[config.mk]
export PLATFORM = sky130hd
export DESIGN_NAME = unicode_code_point_encoder_core
export DESIGN_NICKNAME = d
export VERILOG_FILES = /design/src/upce_pkg.sv /design/src/upce_front.sv /design/src/upce_queue.sv /design/src/upce_back.sv /design/src/unicode_code_point_encoder_core.sv
export SDC_FILE = /design/constraint.sdc
export NUM_CORES = 1
export LEC_CHECK = 0
export CORE_MARGIN = 3
export CORE_UTILIZATION = 40
export DETAILED_ROUTE_END_ITERATION = 8
export DONT_BUFFER_PORTS = 1
export PLACE_DENSITY = 0.55
export RECOVER_POWER = 50
export SLEW_MARGIN = 40
export SYNTH_ARGS = -nofsm -noshare
export SYNTH_HDL_FRONTEND = slang
export SYNTH_SLANG_ARGS = --single-unit
[constraint.sdc]
create_clock -name clk -period 3.6 [get_ports clk]
set_input_delay 0.54 -clock clk [delete_from_list [all_inputs] [get_ports clk]]
set_output_delay 0.54 -clock clk [all_outputs]
set_load 0.02 [all_outputs]
[src/upce_pkg.sv]
`default_nettype none

package upce_pkg;

	// Output formats held in the format register; other codes reject every item
	localparam logic [2:0] FMT_UTF8    = 3'd0;
	localparam logic [2:0] FMT_UTF16LE = 3'd1;
	localparam logic [2:0] FMT_UTF16BE = 3'd2;
	localparam logic [2:0] FMT_UTF32LE = 3'd3;
	localparam logic [2:0] FMT_UTF32BE = 3'd4;

	localparam int unsigned QUEUE_DEPTH_DEF = 4;

	// One classified item: its bytes in stream order, run length minus one,
	// and the error mark
	typedef struct packed {
		logic [3:0][7:0] bytes;
		logic [1:0]      len_m1;
		logic            rej;
	} rec_t;

endpackage

`default_nettype wire

[src/upce_front.sv]
`default_nettype none

module upce_front (
	input  wire logic             clk,
	input  wire logic             arst_n,
	input  wire logic [2:0]       fmt,
	input  wire logic             push,
	output logic                  full,
	input  wire logic [31:0]      code_point,
	input  wire logic             q_full,
	output logic                  q_wr,
	output upce_pkg::rec_t        q_wdata
);
	import upce_pkg::*;

	logic        valid_s1;
	logic [31:0] cp_s1;
	logic        accept;

	logic        surrogate;
	logic        in_range;
	logic [20:0] v;
	logic [15:0] hi_unit;
	logic [15:0] lo_unit;
	rec_t        rec;

	assign full   = valid_s1 & q_full;
	assign accept = push & ~full;
	assign q_wr   = valid_s1 & ~q_full;

	always_ff @(posedge clk or negedge arst_n) begin
		if (!arst_n) begin
			valid_s1 <= 1'b0;
		end else if (accept) begin
			valid_s1 <= 1'b1;
		end else if (q_wr) begin
			valid_s1 <= 1'b0;
		end
	end

	always_ff @(posedge clk) begin
		if (accept) begin
			cp_s1 <= code_point;
		end
	end

	// D800..DFFF share the upper bits 0x1B from bit 11 up
	assign surrogate = (cp_s1[31:11] == 21'h1B);
	assign in_range  = (cp_s1[31:21] == 11'd0);
	assign v         = cp_s1[20:0] - 21'h10000;
	assign hi_unit   = 16'hD800 | {5'd0, v[20:10]};
	assign lo_unit   = {6'b110111, v[9:0]};

	always_comb begin
		rec = '0;
		if (surrogate || !in_range) begin
			rec.rej = 1'b1;
		end else begin
			unique case (fmt)
				FMT_UTF8: begin
					priority if (cp_s1[20:7] == 14'd0) begin
						rec.bytes[0] = {1'b0, cp_s1[6:0]};
						rec.len_m1   = 2'd0;
					end else if (cp_s1[20:11] == 10'd0) begin
						rec.bytes[0] = {3'b110, cp_s1[10:6]};
						rec.bytes[1] = {2'b10, cp_s1[5:0]};
						rec.len_m1   = 2'd1;
					end else if (cp_s1[20:16] == 5'd0) begin
						rec.bytes[0] = {4'b1110, cp_s1[15:12]};
						rec.bytes[1] = {2'b10, cp_s1[11:6]};
						rec.bytes[2] = {2'b10, cp_s1[5:0]};
						rec.len_m1   = 2'd2;
					end else begin
						rec.bytes[0] = {5'b11110, cp_s1[20:18]};
						rec.bytes[1] = {2'b10, cp_s1[17:12]};
						rec.bytes[2] = {2'b10, cp_s1[11:6]};
						rec.bytes[3] = {2'b10, cp_s1[5:0]};
						rec.len_m1   = 2'd3;
					end
				end
				FMT_UTF16LE, FMT_UTF16BE: begin
					if (cp_s1[20:16] == 5'd0) begin
						rec.bytes[0] = (fmt == FMT_UTF16BE) ? cp_s1[15:8] : cp_s1[7:0];
						rec.bytes[1] = (fmt == FMT_UTF16BE) ? cp_s1[7:0] : cp_s1[15:8];
						rec.len_m1   = 2'd1;
					end else begin
						rec.bytes[0] = (fmt == FMT_UTF16BE) ? hi_unit[15:8] : hi_unit[7:0];
						rec.bytes[1] = (fmt == FMT_UTF16BE) ? hi_unit[7:0] : hi_unit[15:8];
						rec.bytes[2] = (fmt == FMT_UTF16BE) ? lo_unit[15:8] : lo_unit[7:0];
						rec.bytes[3] = (fmt == FMT_UTF16BE) ? lo_unit[7:0] : lo_unit[15:8];
						rec.len_m1   = 2'd3;
					end
				end
				FMT_UTF32LE: begin
					rec.bytes  = {cp_s1[31:24], cp_s1[23:16], cp_s1[15:8], cp_s1[7:0]};
					rec.len_m1 = 2'd3;
				end
				FMT_UTF32BE: begin
					rec.bytes  = {cp_s1[7:0], cp_s1[15:8], cp_s1[23:16], cp_s1[31:24]};
					rec.len_m1 = 2'd3;
				end
				default: begin
					rec.rej = 1'b1;
				end
			endcase
		end
	end

	assign q_wdata = rec;

endmodule

`default_nettype wire

[src/upce_queue.sv]
`default_nettype none

module upce_queue #(
	parameter int unsigned DEPTH = upce_pkg::QUEUE_DEPTH_DEF
) (
	input  wire logic           clk,
	input  wire logic           arst_n,
	input  wire logic           wr,
	input  wire upce_pkg::rec_t wdata,
	output logic                q_full,
	input  wire logic           rd,
	output logic                q_valid,
	output upce_pkg::rec_t      rdata
);
	import upce_pkg::*;

	localparam int unsigned PTR_W = (DEPTH > 1) ? $clog2(DEPTH) : 1;
	localparam int unsigned CNT_W = $clog2(DEPTH + 1);
	localparam logic [PTR_W-1:0] LAST_PTR = PTR_W'(DEPTH - 1);
	localparam logic [CNT_W-1:0] FULL_CNT = CNT_W'(DEPTH);

	rec_t             mem_q [DEPTH];
	logic [PTR_W-1:0] wr_ptr_q;
	logic [PTR_W-1:0] rd_ptr_q;
	logic [CNT_W-1:0] count_q;
	logic             do_wr;
	logic             do_rd;

	assign q_full  = (count_q == FULL_CNT);
	assign q_valid = (count_q != '0);
	assign do_wr   = wr & ~q_full;
	assign do_rd   = rd & q_valid;
	assign rdata   = mem_q[rd_ptr_q];

	always_ff @(posedge clk or negedge arst_n) begin
		if (!arst_n) begin
			wr_ptr_q <= '0;
			rd_ptr_q <= '0;
			count_q  <= '0;
		end else begin
			if (do_wr) begin
				wr_ptr_q <= (wr_ptr_q == LAST_PTR) ? '0 : wr_ptr_q + 1'b1;
			end
			if (do_rd) begin
				rd_ptr_q <= (rd_ptr_q == LAST_PTR) ? '0 : rd_ptr_q + 1'b1;
			end
			if (do_wr && !do_rd) begin
				count_q <= count_q + 1'b1;
			end else if (do_rd && !do_wr) begin
				count_q <= count_q - 1'b1;
			end
		end
	end

	always_ff @(posedge clk) begin
		if (do_wr) begin
			mem_q[wr_ptr_q] <= wdata;
		end
	end

endmodule

`default_nettype wire

[src/upce_back.sv]
`default_nettype none

module upce_back (
	input  wire logic           clk,
	input  wire logic           arst_n,
	input  wire logic           q_valid,
	input  wire upce_pkg::rec_t q_rdata,
	output logic                q_rd,
	output logic                empty,
	input  wire logic           pop,
	output logic [7:0]          out_byte,
	output logic                last_byte,
	output logic                rejected
);
	import upce_pkg::*;

	logic       out_valid_q;
	logic [7:0] byte_q;
	logic       last_q;
	logic       rej_q;
	logic [1:0] idx_q;
	logic       load;
	logic       is_last;

	assign load    = q_valid & (~out_valid_q | pop);
	assign is_last = (idx_q == q_rdata.len_m1);
	assign q_rd    = load & is_last;

	always_ff @(posedge clk or negedge arst_n) begin
		if (!arst_n) begin
			out_valid_q <= 1'b0;
			idx_q       <= 2'd0;
		end else begin
			if (load) begin
				out_valid_q <= 1'b1;
				idx_q       <= is_last ? 2'd0 : idx_q + 2'd1;
			end else if (pop) begin
				out_valid_q <= 1'b0;
			end
		end
	end

	always_ff @(posedge clk) begin
		if (load) begin
			byte_q <= q_rdata.bytes[idx_q];
			last_q <= is_last;
			rej_q  <= q_rdata.rej;
		end
	end

	assign empty     = ~out_valid_q;
	assign out_byte  = byte_q;
	assign last_byte = last_q;
	assign rejected  = rej_q;

endmodule

`default_nettype wire

[src/unicode_code_point_encoder_core.sv]
`default_nettype none

// Code point encoder. Each item pushed is a 32-bit code point; it comes out as
// a run of one to four byte items in stream order, the final one flagged by
// last_byte. cfg_wr_data selects the format (0 UTF-8, 1 UTF-16LE, 2 UTF-16BE,
// 3 UTF-32LE, 4 UTF-32BE) and must be written only while the block is idle; the
// block itself does not enforce this. Surrogates, values at or above 0x200000,
// and the undefined format codes give a single item with rejected set, last_byte
// set and a zero byte. UTF-16 pairs for values above 0x10FFFF are written as
// computed, truncated to 16 bits per unit. Throughput is one byte per cycle while
// pop is held, so an item gives as many byte items as it has bytes: one to four,
// four for UTF-8 at or above 0x10000, for UTF-16 pairs and for UTF-32. That
// figure is set by the single-byte output register. An input stage classifies
// the item and writes the whole run into a small queue; the output side drains
// it byte by byte, so a stall on either side leaves the other free. An accepted
// push is held in the front register, then the queue, then the output register.
module unicode_code_point_encoder_core #(
	parameter int unsigned QUEUE_DEPTH = upce_pkg::QUEUE_DEPTH_DEF
) (
	input  wire logic        clk,
	input  wire logic        arst_n,
	input  wire logic        cfg_wr_en,
	input  wire logic [2:0]  cfg_wr_data,
	input  wire logic        push,
	output logic             full,
	input  wire logic [31:0] code_point,
	output logic             empty,
	input  wire logic        pop,
	output logic [7:0]       out_byte,
	output logic             last_byte,
	output logic             rejected
);
	import upce_pkg::*;

	logic [2:0] fmt_q;
	logic       q_wr;
	logic       q_full;
	logic       q_rd;
	logic       q_valid;
	rec_t       q_wdata;
	rec_t       q_rdata;

	// Format register; the front reads it live, which is safe only if the user
	// writes it with nothing in flight; the block itself does not enforce this
	always_ff @(posedge clk or negedge arst_n) begin
		if (!arst_n) begin
			fmt_q <= FMT_UTF8;
		end else if (cfg_wr_en) begin
			fmt_q <= cfg_wr_data;
		end
	end

	// Front: register the code point, classify it and build the byte run
	upce_front u_front (
		.clk        (clk),
		.arst_n     (arst_n),
		.fmt        (fmt_q),
		.push       (push),
		.full       (full),
		.code_point (code_point),
		.q_full     (q_full),
		.q_wr       (q_wr),
		.q_wdata    (q_wdata)
	);

	// Queue of whole runs between the two sides
	upce_queue #(
		.DEPTH (QUEUE_DEPTH)
	) u_queue (
		.clk     (clk),
		.arst_n  (arst_n),
		.wr      (q_wr),
		.wdata   (q_wdata),
		.q_full  (q_full),
		.rd      (q_rd),
		.q_valid (q_valid),
		.rdata   (q_rdata)
	);

	// Back: advance through the head run one byte per item taken; drop the
	// run from the queue as its last byte enters the output register
	upce_back u_back (
		.clk       (clk),
		.arst_n    (arst_n),
		.q_valid   (q_valid),
		.q_rdata   (q_rdata),
		.q_rd      (q_rd),
		.empty     (empty),
		.pop       (pop),
		.out_byte  (out_byte),
		.last_byte (last_byte),
		.rejected  (rejected)
	);

`ifndef SYNTHESIS
	a_no_write_when_full: assert property (@(posedge clk) disable iff (!arst_n)
		q_wr |-> !q_full)
		else $error("front wrote into a full queue");

	a_no_read_when_empty: assert property (@(posedge clk) disable iff (!arst_n)
		q_rd |-> q_valid)
		else $error("back released a run from an empty queue");

	a_reject_shape: assert property (@(posedge clk) disable iff (!arst_n)
		(!empty && rejected) |-> (last_byte && out_byte == 8'd0))
		else $error("rejected item is not a single zero byte");

	a_push_blocked: assert property (@(posedge clk) disable iff (!arst_n)
		full |-> q_full)
		else $error("input blocked while queue had room");
`endif

endmodule

`default_nettype wire

==> flow_summary_export.csv <==
group,metric,value,unit
run_status,status,"finished with violations",
run_status,failed_checks,"max-capacitance violations, max-slew violations",
placement,gp_congestion,0.956,
global_route,grt_max_degree,39,
clock_tree,cts_sinks,196,
routing,drcViolationCount,0,
floorplanning,die_h,157,µm
clock_tree,clock-root-buffer,"clkbuf_16",
critical_path,cp.required,3.77,ns
floorplanning,dieArea,24700,µm²
critical_path,worst-path-max-fanout,18,
synthesis,synthDistinctLibCells,64,
synthesis,syn-num-nets,665,
layout,nets,663,
global_route,track_usage,0.197,
clock_tree,cts-buffers-inserted,17,
sta,timing.fmax,0.304,GHz
worst_hold_path,min_path_type,"input port to register",
sta,final.setup.tns,0,ns
clock_tree,worstSkewPairLatency,0.44,ns
pwr,power_density,732,nW/µm²
sta,skew,0.0134,ns
critical_path,endpoint_kind,"register",
pwr,irDropWorstVdd,0.000306,V
sta,setup_viol,0,
layout,diodes,0,
synthesis,synth_edf_count,182,
routing,via_per_inst,6.22,
routing,wl_per_cell,25.8,µm
layout,multi_input_area,2970,µm²
placement,place.detailed.hpwl,15800,µm
job,maxCapViolCount,1,
sta,fin_crit_sh,0.914,
global_route,antenna_found_initial,0,
clock_tree,path_clk_slew,0.07,ns
synthesis,synth_area,9120,µm²
global_route,grt_pass1_vias,5601,
synthesis,synth_ff_type,"edfxtp_1",
critical_path,cp_slowest_cell,"or4b_2",
layout,regArea,5820,µm²
routing,routed_wirelength,23500,µm
placement,portBuffers,0,
routing,vias,5650,
placement,place_ws,0.389,ns
layout,layout-drive-gt1-share,0.185,
clock_tree,cts_buffer_depth,2,
floorplanning,initial_core_util,0.413,
synthesis,avgSynthCellArea,14.8,µm²
clock_tree,cts_max_level,4,
routing,ant_nets,0,
critical_path,path_cells,"inv_1 > ha_1 > or4b_2 > nor2_1 > a222oi_1 > a31oi_1",
layout,n_fill_cell,1968,
clock_tree,tritoncts,"built",
synthesis,async_flop_share,0.0714,
floorplanning,coreArea,22100,µm²
sta,final_max_slew_viol_count,39,
critical_path,cp-start-kind,"register",
sta,whs,0.195,ns
critical_path,critPathMaxStageDelay,0.91,ns
synthesis,synth_warnings,0,
synthesis,ys_seq_elements,196,
synthesis,synthCells,617,
global_route,grt_pass1_wl,35600,µm
critical_path,critPathKind,"register to register",
critical_path,critPathArrivalTime,3.46,ns
floorplanning,io_pins,52,
sta,rsz0062_at_grt,"no",
pwr,leakage,3.07,nW
layout,finalNonFillerCells,908,
routing,drtIter0Drc,747,
synthesis,ys_seq_area_frac,0.637,
routing,drtPass1Iterations,8,
sta,period_needed,3.29,ns
placement,dp_cells,875,
layout,synthToLayoutAreaGrowth,8.82,%
sta,fin_ws,0.310,ns
floorplanning,die_width,157,µm
sta,worst_pin_slew,1.50,ns
sta,final_hold_viol_count,0,
sta,slew-limit-headroom,-0.00313,
global_route,grt_overflow,0,
floorplanning,rows,54,
[cells in the mapped netlist (3+ instances only)]
cell	number	share of area
o21ai_0	27	0.015
xnor2_1	4	0.0038
dfrtp_1	14	0.038
o21a_1	3	0.0025
xor2_1	3	0.0029
nor4b_1	4	0.0038
buf_2	12	0.0066
a221oi_1	7	0.0067
nor2b_1	3	0.0021
buf_6	10	0.012
nand3_1	10	0.0055
clkbuf_1	23	0.0095
a22oi_1	9	0.0074
ha_1	7	0.0096
edfxtp_1	182	0.60
a31oi_1	16	0.011
buf_4	4	0.0033
inv_1	10	0.0041
mux4_2	43	0.11
or3_1	3	0.0021
a222oi_1	9	0.0099
nor3_1	11	0.0060
mux2i_1	11	0.012
nand2_1	70	0.029
nor4_1	4	0.0027
o211ai_1	9	0.0074
a32oi_1	4	0.0038
and2_1	4	0.0027
a21oi_1	26	0.014
nor2_1	23	0.0095
a21o_1	6	0.0049
mux2_2	4	0.0049
[logic make-up after synthesis]
family          count (synthesis)  synth area share
compound gates                136             0.103
fa+ha+maj                       8            0.0118
simple gates                  149            0.0797
flops                         196             0.637
mux                            58             0.123
xor+xnor                        7           0.00672
buf+inv                        63            0.0387
[registers in the layout (all words and copies together), names as in the netlist]
signal,flops
u_back.last_byte,1
u_back.out_valid_q,1
u_queue.count_q,3
u_back.rejected,1
u_back.out_byte,8
u_queue.mem_q,140
u_front.valid_s1,1
u_queue.rd_ptr_q,2
fmt_q,3
u_front.cp_s1,32
u_queue.wr_ptr_q,2
u_back.idx_q,2
[per-stage QoR]
stage | total power [mW] | util | instance area, µm²
2_1_floorplan | 4.97 | - | 9120
3_3_place_gp | 5.58 | 0.425 | 9400
3_5_place_dp | 5.62 | 0.426 | 9420
4_1_cts | 7.37 | 0.452 | 9980
5_1_grt | 7.66 | 0.449 | 9930
6_report | 7.27 | 0.449 | 9930
[routing by layer]
layer | vias up | wire length (µm) | share of wire | global-route usage
met5 | - | 0 | 0 | 0
met4 | 0 | 697 | 0.030 | 0.0702
met3 | 37 | 1550 | 0.066 | 0.0465
met2 | 257 | 10900 | 0.46 | 0.297
met1 | 2906 | 10300 | 0.44 | 0.283
li1 | 2450 | - | - | -
[area by class of cell]
cell class	count	share of cell area
Tap cell	280	0.0353
Multi-Input combinational cell	358	0.299
Timing Repair Buffer	30	0.0194
Clock buffer	17	0.0428
Inverter	12	0.00454
Clock inverter	15	0.0129
Sequential cell	196	0.586
[repair_timing]
action,in CTS,in global routing
endpoints found under the setup margin,0,0
setup buffers,0,0
gates resized for setup,0,0
hold buffers,1,0
endpoints found under the hold margin,14,0
[worst max-delay path: cells and delay by family, from the launching register on]
family | cells | cell delay (ns)
DFF | 1 | 0.52
and+or+nand+nor | 2 | 1.41
AOI/OAI and AO/OA | 2 | 0.63
buffers and inverters | 1 | 0.14
adders and majority gates | 1 | 0.31
[layout by cell type, fill, tap and decap left out, types with 7 or more instances in the layout]
| cell | Yosys | routed |
|---|---|---|
| nand2_1 | 70 | 70 |
| a222oi_1 | 9 | 9 |
| nand3_1 | 10 | 10 |
| dfrtp_1 | 14 | 14 |
| clkbuf_16 | 0 | 17 |
| nor3_1 | 11 | 10 |
| edfxtp_1 | 182 | 182 |
| o211ai_1 | 9 | 9 |
| a21oi_1 | 26 | 26 |
| a31oi_1 | 16 | 16 |
| buf_4 | 4 | 20 |
| a221oi_1 | 7 | 7 |
| ha_1 | 7 | 7 |
| nor2_1 | 23 | 22 |
| a22oi_1 | 9 | 9 |
| o21ai_0 | 27 | 27 |
| mux4_2 | 43 | 43 |
| mux2i_1 | 11 | 11 |
| inv_1 | 10 | 10 |
[power by group]
group	switching [mW]	leakage, nW	internal [mW]
clock network	0.853	0.261	0.901
logic	1.05	1.07	0.896
registers	0.355	1.75	3.21
total	2.26	3.07	5.01
[worst paths after layout]
kind                                         start                    to  slack [ns]  cells after the start
worst min-delay path                code_point[30]     u_front.cp_s1[30]        0.20                      0
worst min register to register  u_queue.count_q[2]    u_queue.count_q[2]        0.51                      1
worst max register to register   u_front.cp_s1[16]  u_queue.mem_q[2][13]        0.31                      6
max in group asynchronous                   arst_n              fmt_q[1]        2.80                      1
min in group asynchronous                   arst_n       u_back.idx_q[1]        0.22                      1
worst max-delay path             u_front.cp_s1[16]  u_queue.mem_q[2][13]        0.31                      6
(Power assumes the default switching activity.)
